## src/assert_macros.svh

```systemverilog
// assertion macros included by the rtl file ssq_core
`ifndef ASSERT_MACROS_SVH
`define ASSERT_MACROS_SVH

// property checked on every rising edge of clk, ignored while reset is held
`define SSQ_ASSERT(lbl, prop, msg) \
	lbl: assert property (@(posedge clk) disable iff (!arst_n) prop) else $error(msg);

// implication checked on every rising edge of clk, ignored while reset is held
`define SSQ_ASSERT_IMP(lbl, ante, cons, msg) \
	lbl: assert property (@(posedge clk) disable iff (!arst_n) (ante) |-> (cons)) else $error(msg);

`endif

```

## src/ssq_pkg.sv

```systemverilog
// ----------------------------------------------------------------------------
// ssq_pkg
// Types, codes and constants of the stepper speed sequencer.
// ----------------------------------------------------------------------------
package ssq_pkg;

	localparam int PHASE_COUNT = 8;
	localparam int PHASE_W     = $clog2(PHASE_COUNT);
	localparam int SAMPLE_BITS = 10;
	localparam int SAMPLE_W    = 10;
	localparam int GAIN_W      = 8;
	localparam int PERIOD_W    = 16;
	localparam int PROD_W      = GAIN_W + SAMPLE_BITS;
	localparam int PIN_W       = 6;
	localparam int CFG_IDX_W   = 2;

	localparam logic [PIN_W-1:0] GREEN_BIT = 6'b01_0000;
	localparam logic [PIN_W-1:0] RED_BIT   = 6'b10_0000;

	localparam logic [PERIOD_W-1:0] RST_SPEED_OFFSET = 16'd60000;
	localparam logic [GAIN_W-1:0]   RST_SPEED_GAIN   = 8'd55;
	localparam logic [PERIOD_W-1:0] RST_MIN_PERIOD   = 16'd2000;
	localparam logic [PERIOD_W-1:0] RST_MAX_PERIOD   = 16'd60000;
	localparam logic [PERIOD_W-1:0] RST_COMPARE      = 16'd20000;

	typedef enum logic [1:0] {
		MODE_TICK   = 2'd0,
		MODE_SAMPLE = 2'd1,
		MODE_ESTOP  = 2'd2,
		MODE_NONE   = 2'd3
	} ssq_mode_t;

	typedef enum logic [CFG_IDX_W-1:0] {
		REG_SPEED_OFFSET = 2'd0,
		REG_SPEED_GAIN   = 2'd1,
		REG_MIN_PERIOD   = 2'd2,
		REG_MAX_PERIOD   = 2'd3
	} ssq_reg_t;

	typedef struct packed {
		logic [1:0]          mode;
		logic [SAMPLE_W-1:0] pot_sample;
	} ssq_in_t;

	typedef struct packed {
		logic [PIN_W-1:0]    pin_bits;
		logic                stepped;
		logic                halted;
		logic [PERIOD_W-1:0] period_now;
	} ssq_out_t;

	typedef struct packed {
		logic [PERIOD_W-1:0] speed_offset;
		logic [GAIN_W-1:0]   speed_gain;
		logic [PERIOD_W-1:0] min_period;
		logic [PERIOD_W-1:0] max_period;
	} ssq_cfg_t;

	// item as held in the input register, product already formed
	typedef struct packed {
		ssq_mode_t         mode;
		logic [PROD_W-1:0] product;
	} ssq_item_t;

	// half-step coil sequence
	function automatic logic [PIN_W-1:0] coil_pattern(input logic [PHASE_W-1:0] idx);
		logic [PIN_W-1:0] pat;
		unique case (idx)
			3'd0: pat = 6'b00_1000;
			3'd1: pat = 6'b00_1100;
			3'd2: pat = 6'b00_0100;
			3'd3: pat = 6'b00_0110;
			3'd4: pat = 6'b00_0010;
			3'd5: pat = 6'b00_0011;
			3'd6: pat = 6'b00_0001;
			3'd7: pat = 6'b00_1001;
			default: pat = '0;
		endcase
		return pat;
	endfunction

endpackage

```

## src/stepper_speed_sequencer_core.sv

```systemverilog
// ----------------------------------------------------------------------------
// stepper_speed_sequencer_core
// Half-step stepper sequencer with potentiometer speed setting and a latched
// emergency stop.
// ----------------------------------------------------------------------------
// One item (timer tick, potentiometer sample, emergency press or no-op) is
// taken every clock while the input register is free or being emptied, and
// each gives exactly one result: the input register forms gain times sample,
// then a combinational state update (counter compare, coil table lookup,
// period clamp) loads the result register. That state update is the loop
// that sets the rate of one item per cycle when the output does not stall.
// Results wait in the output register under back-pressure while the next
// item is already held at the input. Configuration writes are always taken
// and must only be issued while no item is in flight.
module stepper_speed_sequencer_core (
	input  logic                          clk,
	input  logic                          arst_n,
	input  logic                          in_valid,
	output logic                          in_ready,
	input  ssq_pkg::ssq_in_t              in_data,
	output logic                          out_valid,
	input  logic                          out_ready,
	output ssq_pkg::ssq_out_t             out_data,
	input  logic                          cfg_valid,
	output logic                          cfg_ready,
	input  logic [ssq_pkg::CFG_IDX_W-1:0] cfg_index,
	input  logic [ssq_pkg::PERIOD_W-1:0]  cfg_data
);
	import ssq_pkg::*;

	ssq_cfg_t  cfg;
	ssq_item_t item;
	logic      item_valid;
	logic      item_take;

	assign cfg_ready = 1'b1;

	ssq_cfg u_cfg (
		.clk      (clk),
		.arst_n   (arst_n),
		.wr_en    (cfg_valid && cfg_ready),
		.wr_index (cfg_index),
		.wr_data  (cfg_data),
		.cfg      (cfg)
	);

	ssq_in_stage u_in_stage (
		.clk        (clk),
		.arst_n     (arst_n),
		.in_valid   (in_valid),
		.in_ready   (in_ready),
		.in_data    (in_data),
		.speed_gain (cfg.speed_gain),
		.item_valid (item_valid),
		.item_take  (item_take),
		.item       (item)
	);

	ssq_core u_core (
		.clk        (clk),
		.arst_n     (arst_n),
		.cfg        (cfg),
		.item_valid (item_valid),
		.item_take  (item_take),
		.item       (item),
		.out_valid  (out_valid),
		.out_ready  (out_ready),
		.out_data   (out_data)
	);

endmodule

```

## src/ssq_cfg.sv

```systemverilog
// ----------------------------------------------------------------------------
// ssq_cfg
// Configuration registers: speed offset, gain and the period limits.
// ----------------------------------------------------------------------------
module ssq_cfg (
	input  logic                            clk,
	input  logic                            arst_n,
	input  logic                            wr_en,
	input  logic [ssq_pkg::CFG_IDX_W-1:0]   wr_index,
	input  logic [ssq_pkg::PERIOD_W-1:0]    wr_data,
	output ssq_pkg::ssq_cfg_t               cfg
);
	import ssq_pkg::*;

	ssq_cfg_t cfg_q;

	always_ff @(posedge clk or negedge arst_n) begin
		if (!arst_n) begin
			cfg_q.speed_offset <= RST_SPEED_OFFSET;
			cfg_q.speed_gain   <= RST_SPEED_GAIN;
			cfg_q.min_period   <= RST_MIN_PERIOD;
			cfg_q.max_period   <= RST_MAX_PERIOD;
		end else if (wr_en) begin
			unique case (ssq_reg_t'(wr_index))
				REG_SPEED_OFFSET: cfg_q.speed_offset <= wr_data;
				REG_SPEED_GAIN:   cfg_q.speed_gain   <= wr_data[GAIN_W-1:0];
				REG_MIN_PERIOD:   cfg_q.min_period   <= wr_data;
				REG_MAX_PERIOD:   cfg_q.max_period   <= wr_data;
				default: ;
			endcase
		end
	end

	assign cfg = cfg_q;

endmodule

```

## src/ssq_in_stage.sv

```systemverilog
// ----------------------------------------------------------------------------
// ssq_in_stage
// Input register; forms gain times sample so the next stage need not multiply.
// ----------------------------------------------------------------------------
module ssq_in_stage (
	input  logic                  clk,
	input  logic                  arst_n,
	input  logic                  in_valid,
	output logic                  in_ready,
	input  ssq_pkg::ssq_in_t      in_data,
	input  logic [ssq_pkg::GAIN_W-1:0] speed_gain,
	output logic                  item_valid,
	input  logic                  item_take,
	output ssq_pkg::ssq_item_t    item
);
	import ssq_pkg::*;

	logic      valid_s1;
	ssq_item_t item_s1;
	logic      load;

	assign in_ready = !valid_s1 || item_take;
	assign load     = in_valid && in_ready;

	always_ff @(posedge clk or negedge arst_n) begin
		if (!arst_n) begin
			valid_s1 <= 1'b0;
		end else if (load) begin
			valid_s1 <= 1'b1;
		end else if (item_take) begin
			valid_s1 <= 1'b0;
		end
	end

	always_ff @(posedge clk) begin
		if (load) begin
			item_s1.mode    <= ssq_mode_t'(in_data.mode);
			item_s1.product <= PROD_W'(speed_gain) * PROD_W'(in_data.pot_sample[SAMPLE_BITS-1:0]);
		end
	end

	assign item_valid = valid_s1;
	assign item       = item_s1;

endmodule

```

## src/ssq_core.sv

```systemverilog
// ----------------------------------------------------------------------------
// ssq_core
// Sequencer state update and result register: tick counter, coil phase,
// speed clamp and the emergency latch.
// ----------------------------------------------------------------------------
module ssq_core (
	input  logic               clk,
	input  logic               arst_n,
	input  ssq_pkg::ssq_cfg_t  cfg,
	input  logic               item_valid,
	output logic               item_take,
	input  ssq_pkg::ssq_item_t item,
	output logic               out_valid,
	input  logic               out_ready,
	output ssq_pkg::ssq_out_t  out_data
);
	import ssq_pkg::*;
	`include "assert_macros.svh"

	logic [PHASE_W-1:0]  phase_q, phase_d;
	logic                running_q, running_d;
	logic [PERIOD_W-1:0] count_q, count_d;
	logic [PERIOD_W-1:0] compare_q, compare_d;
	logic [PIN_W-1:0]    pins_q, pins_d;
	logic                stepped_d;
	logic                out_valid_q;
	ssq_out_t            out_q;
	logic [PERIOD_W-1:0] speed_raw, speed_lo;

	assign item_take = item_valid && (!out_valid_q || out_ready);

	// offset minus product, floored and clamped; max wins when limits cross
	always_comb begin
		if (item.product > PROD_W'(cfg.speed_offset)) begin
			speed_raw = cfg.min_period;
		end else begin
			speed_raw = cfg.speed_offset - item.product[PERIOD_W-1:0];
		end
		speed_lo = (speed_raw < cfg.min_period) ? cfg.min_period : speed_raw;
	end

	always_comb begin
		phase_d   = phase_q;
		running_d = running_q;
		count_d   = count_q;
		compare_d = compare_q;
		pins_d    = pins_q;
		stepped_d = 1'b0;
		unique case (item.mode)
			MODE_TICK: begin
				if (count_q == compare_q) begin
					count_d = '0;
					if (running_q) begin
						pins_d    = GREEN_BIT | coil_pattern(phase_q);
						phase_d   = phase_q + 1'b1;
						stepped_d = 1'b1;
					end
				end else begin
					count_d = count_q + 1'b1;
				end
			end
			MODE_SAMPLE: begin
				if (running_q) begin
					compare_d = (speed_lo > cfg.max_period) ? cfg.max_period : speed_lo;
				end
			end
			MODE_ESTOP: begin
				running_d = 1'b0;
				pins_d    = RED_BIT;
			end
			default: ;
		endcase
	end

	always_ff @(posedge clk or negedge arst_n) begin
		if (!arst_n) begin
			phase_q     <= '0;
			running_q   <= 1'b1;
			count_q     <= '0;
			compare_q   <= RST_COMPARE;
			pins_q      <= '0;
			out_valid_q <= 1'b0;
		end else begin
			if (item_take) begin
				phase_q   <= phase_d;
				running_q <= running_d;
				count_q   <= count_d;
				compare_q <= compare_d;
				pins_q    <= pins_d;
			end
			if (item_take) begin
				out_valid_q <= 1'b1;
			end else if (out_ready) begin
				out_valid_q <= 1'b0;
			end
		end
	end

	always_ff @(posedge clk) begin
		if (item_take) begin
			out_q.pin_bits   <= pins_d;
			out_q.stepped    <= stepped_d;
			out_q.halted     <= !running_d;
			out_q.period_now <= compare_d;
		end
	end

	assign out_valid = out_valid_q;
	assign out_data  = out_q;

	`SSQ_ASSERT_IMP(a_stop_latched, !running_q, ##1 !running_q, "emergency stop released without reset")
	`SSQ_ASSERT_IMP(a_halt_red, out_valid_q && out_q.halted, out_q.pin_bits == RED_BIT, "halted result without red-only pins")
	`SSQ_ASSERT_IMP(a_step_green, out_valid_q && out_q.stepped, out_q.pin_bits[4] && !out_q.halted, "step reported without green run bit")
	`SSQ_ASSERT_IMP(a_out_matches_state, out_valid_q, (out_q.halted == !running_q) && (out_q.period_now == compare_q), "result register out of step with state")

endmodule
```

## config.mk

```make
export PLATFORM = sky130hd
export DESIGN_NAME = stepper_speed_sequencer_core
export DESIGN_NICKNAME = d
export VERILOG_FILES = /design/src/ssq_pkg.sv /design/src/stepper_speed_sequencer_core.sv /design/src/ssq_cfg.sv /design/src/ssq_in_stage.sv /design/src/ssq_core.sv
export VERILOG_INCLUDE_DIRS = /design/src /design/src/src
export SDC_FILE = /design/constraint.sdc
export NUM_CORES = 1
export LEC_CHECK = 0
export ABC_AREA = 1
export BUFFER_PORTS_ARGS = -buffer_cell sky130_fd_sc_hd__buf_2
export CAP_MARGIN = 20
export CORE_MARGIN = 2
export CORE_UTILIZATION = 58
export CTS_BUF_LIST = sky130_fd_sc_hd__clkbuf_8
export DETAILED_ROUTE_END_ITERATION = 16
export GPL_TIMING_DRIVEN = 0
export PLACE_DENSITY = 0.83
export SYNTH_ARGS = -nofsm -noshare
export SYNTH_HDL_FRONTEND = slang
export SYNTH_SLANG_ARGS = --single-unit
export TNS_END_PERCENT = 30
```

## constraint.sdc

```tcl
create_clock -name clk -period 5 [get_ports clk]
set_clock_uncertainty 0.05 [all_clocks]
set_input_delay 0.25 -clock clk [delete_from_list [all_inputs] [get_ports clk]]
set_output_delay 0.25 -clock clk [all_outputs]
set_load 0.005 [all_outputs]
```

==> results.cfg <==
[worst_setup_path]
critPathKind = flip-flop to flip-flop
startpoint_type = flip-flop
cp_max_fo = 7
path_common_cell = nand2_2
critPathArrivalTime_ns = 5.47
critPathRequiredTime_ns = 5.19
setup.worst_path.start = u_cfg.cfg[46]$_DFFE_PN1P_
crit_slowest_cell = dfstp_2
critPathMaxStageDelay_ns = 0.54
reg2reg_from = u_cfg.cfg[46]$_DFFE_PN1P_
cp-end-kind = flip-flop

[yosys]
netlist-cell-type-count = 49
synth.avg_cell_area_um2 = 7.98
synth_ff_type = dfrtp_1
yosysSeqAreaShare_pct = 35.1
ys_seq_elements = 144
syn_area_um2 = 11000
synth_top_area_cell = dfrtp_1
ys_top_cells_by_area = dfrtp_1 (16%), nand2_1 (13%), edfxtp_1 (12%)
async_flop_share_pct = 69.4
synth_top_cell_area_share_pct = 15.7
synth_cells = 1380
synth_edf_count = 44
synth_warnings = 0
syn_nets = 1567

[final_layout]
layout_common_cells = nand2_1 (335), inv_1 (251), o21ai_0 (80), ha_1 (76), dfrtp_1 (68)
fin_area_um2 = 13200
finalNonFillerCells = 1743
final_common_cell = nand2_1
final_core_util_pct = 71.0
layout.nets = 1683
fillCellCount = 1271
syn_to_final_growth_pct = 20.2
drive_above_1_share_pct = 23.4
diodes = 0

[timing]
fin_setup_tns_ns = -6.87
setup_ws_ns = -0.280
rsz0062_at_grt = true
post-route-period-util_pct = 106
drv_slew = 0
whs_ns = 0.0443
fmax_mhz = 189
hold_violations = 0
setup_violations = 33
tightest_slew_ns = 0.878
layout_min_cycle_time_ns = 5.28
slew_headroom_pct = 41.4

[detailed_routing]
totalWireLength_um = 29000
vias_per_cell = 5.59
drcViolationCount = 0
wl_per_cell_um = 16.6
first_pass_iters = 5
first_iter_violations = 730
ant_nets = 0
vias = 9743

[placement]
dp_hpwl_um = 20300
pre_cts_ws_ns = -1.05
placed_cells = 1665
portBuffers = 50
placed_area_um2 = 11700
gp_congestion = 0.932

[grt]
grt_max_degree = 70
antenna_found_initial = 1
grt.total_usage_pct = 28.6
grt_pass1_vias = 9466
grt_overflow_total = 0
grt_pass1_wl_um = 45300

[floorplan]
io_pins = 62
die_h_um = 142
initial_core_util_pct = 59.1
die_x_um = 142
core_um2 = 18600
die-area_um2 = 20100
row_count = 50

[cts]
numCtsBuffers = 17
clockBufferDepth = 2
cts_max_level = 4
clock_latency_ns = 0.48
clk_transition_reported_paths_ns = 0.10
cts_tree = yes
cts_root_buf = clkbuf_8
cts_sinks = 144

[run_status]
failed_checks = negative setup slack
status = finished, violations left

[pwr]
p_sw_mw = 3.58
p_per_area_nw_per_um2 = 582
combPwrFrac_pct = 63.2
power_mw = 7.71
cellLeakagePower_nw = 6.93
p_clk_share_pct = 12.1
p_int_mw = 4.12
ir_drop_v = 0.000305
seqPwrFrac_pct = 24.7
swShare_pct = 46.5

[worst_hold_path]
min_from = cfg_data[10]
hold_class = input pin to flip-flop

[run]
cap_violations = 0
power groups by stage:
stage / registers, mW / clock network (mW) / logic [mW]
after global routing: 1.93 / 0.990 / 5.33
after detailed placement: 1.87 / 0 / 3.60
after CTS: 1.88 / 0.940 / 4.27
final: 1.90 / 0.936 / 4.87
after floorplan: 1.81 / 0 / 2.84
after global placement: 1.86 / 0 / 3.46
registers in the layout, indices dropped and copies added, names as in the netlist:
signal / count
u_core.phase_q: 3
u_core.running_q: 1
u_in_stage.item_valid: 1
u_core.out_valid: 1
u_core.pins_q: 6
u_core.out_data: 24
u_core.count_q: 16
u_core.compare_q: 16
u_cfg.cfg: 56
u_in_stage.item: 20
timing repair:
action	CTS	global route
pin swaps	44	33
endpoints found under the setup margin	36	36
gates resized for setup	95	82
hold buffers	7	0
cloned	4	0
buffers inserted	29	11
hold endpoints to repair	24	0
worst max-delay path: cells and delay by family (launching register included):
kind            cells  cell delay, ns
compound gates      9            1.88
xor+xnor            1            0.19
fa+ha+maj           3            0.79
buf+inv             5            0.65
flops               1            0.54
simple gates       10            0.93
final cells by class:
class                           count  area, um^2  share of cell area (%)
Multi-Input combinational cell    923        6730                    50.8
Clock inverter                     15         163                    1.23
Buffer                             40         246                    1.86
Timing Repair Buffer              102         707                    5.34
Inverter                          268        1010                    7.62
Sequential cell                   144        3860                    29.2
Tap cell                          234         293                    2.21
Clock buffer                       17         234                    1.77
routing by layer:
metal	GRT usage [%]	vias up	wire (um)
li1	-	4547	-
met1	33.8	4609	11200
met2	50.6	453	14500
met3	5.30	132	1940
met4	13.4	2	1380
met5	0	-	12
Yosys cell counts (2+ instances only):
library cell,instances
and2_1,3
a21oi_1,52
clkbuf_1,23
o21ai_0,112
nand2_1,368
nand2_2,26
dfrtp_1,69
nand2_4,2
nor4_1,2
fa_1,49
nand4_1,9
o211ai_1,2
inv_2,2
o21a_1,2
nand3_1,51
buf_2,9
o21ai_1,2
clkbuf_2,10
nor3b_1,3
a21o_1,4
edfxtp_1,44
nor3_1,15
inv_1,265
or2_2,6
nor2_1,45
dfstp_2,31
nand3_2,4
ha_1,103
nor2_2,2
xor2_1,22
a31oi_1,4
o22ai_1,6
xnor2_1,17
logic make-up (layout without fill, tap and decap cells):
family                   Yosys count  in the layout  synth area share (%)
AND/OR/NAND/NOR                  539            539                  20.8
buffers and inverters            313            442                  11.1
AO/OA/AOI/OAI                    192            192                  9.32
adder cells (fa/ha/maj)          152            152                  20.6
flip-flops                       144            144                  35.1
XOR/XNOR                          39             39                  3.10
other                              1              1                0.0340
worst paths after layout:
check                      slack (ns)  depth (start not counted)                          endpoint
max                             -0.28                         28      u_core.out_data[4]$_DFFE_PP_
min reg2reg                      0.43                          2      u_core.running_q$_DFFE_PN1P_
max in group asynchronous        3.92                          3  u_core.compare_q[11]$_DFFE_PN1P_
min in group asynchronous        0.22                          2         u_cfg.cfg[10]$_DFFE_PN0P_
min                              0.04                          3         u_cfg.cfg[26]$_DFFE_PN1P_
max reg2reg                     -0.28                         28      u_core.out_data[4]$_DFFE_PP_
(Power assumes the default switching activity.)
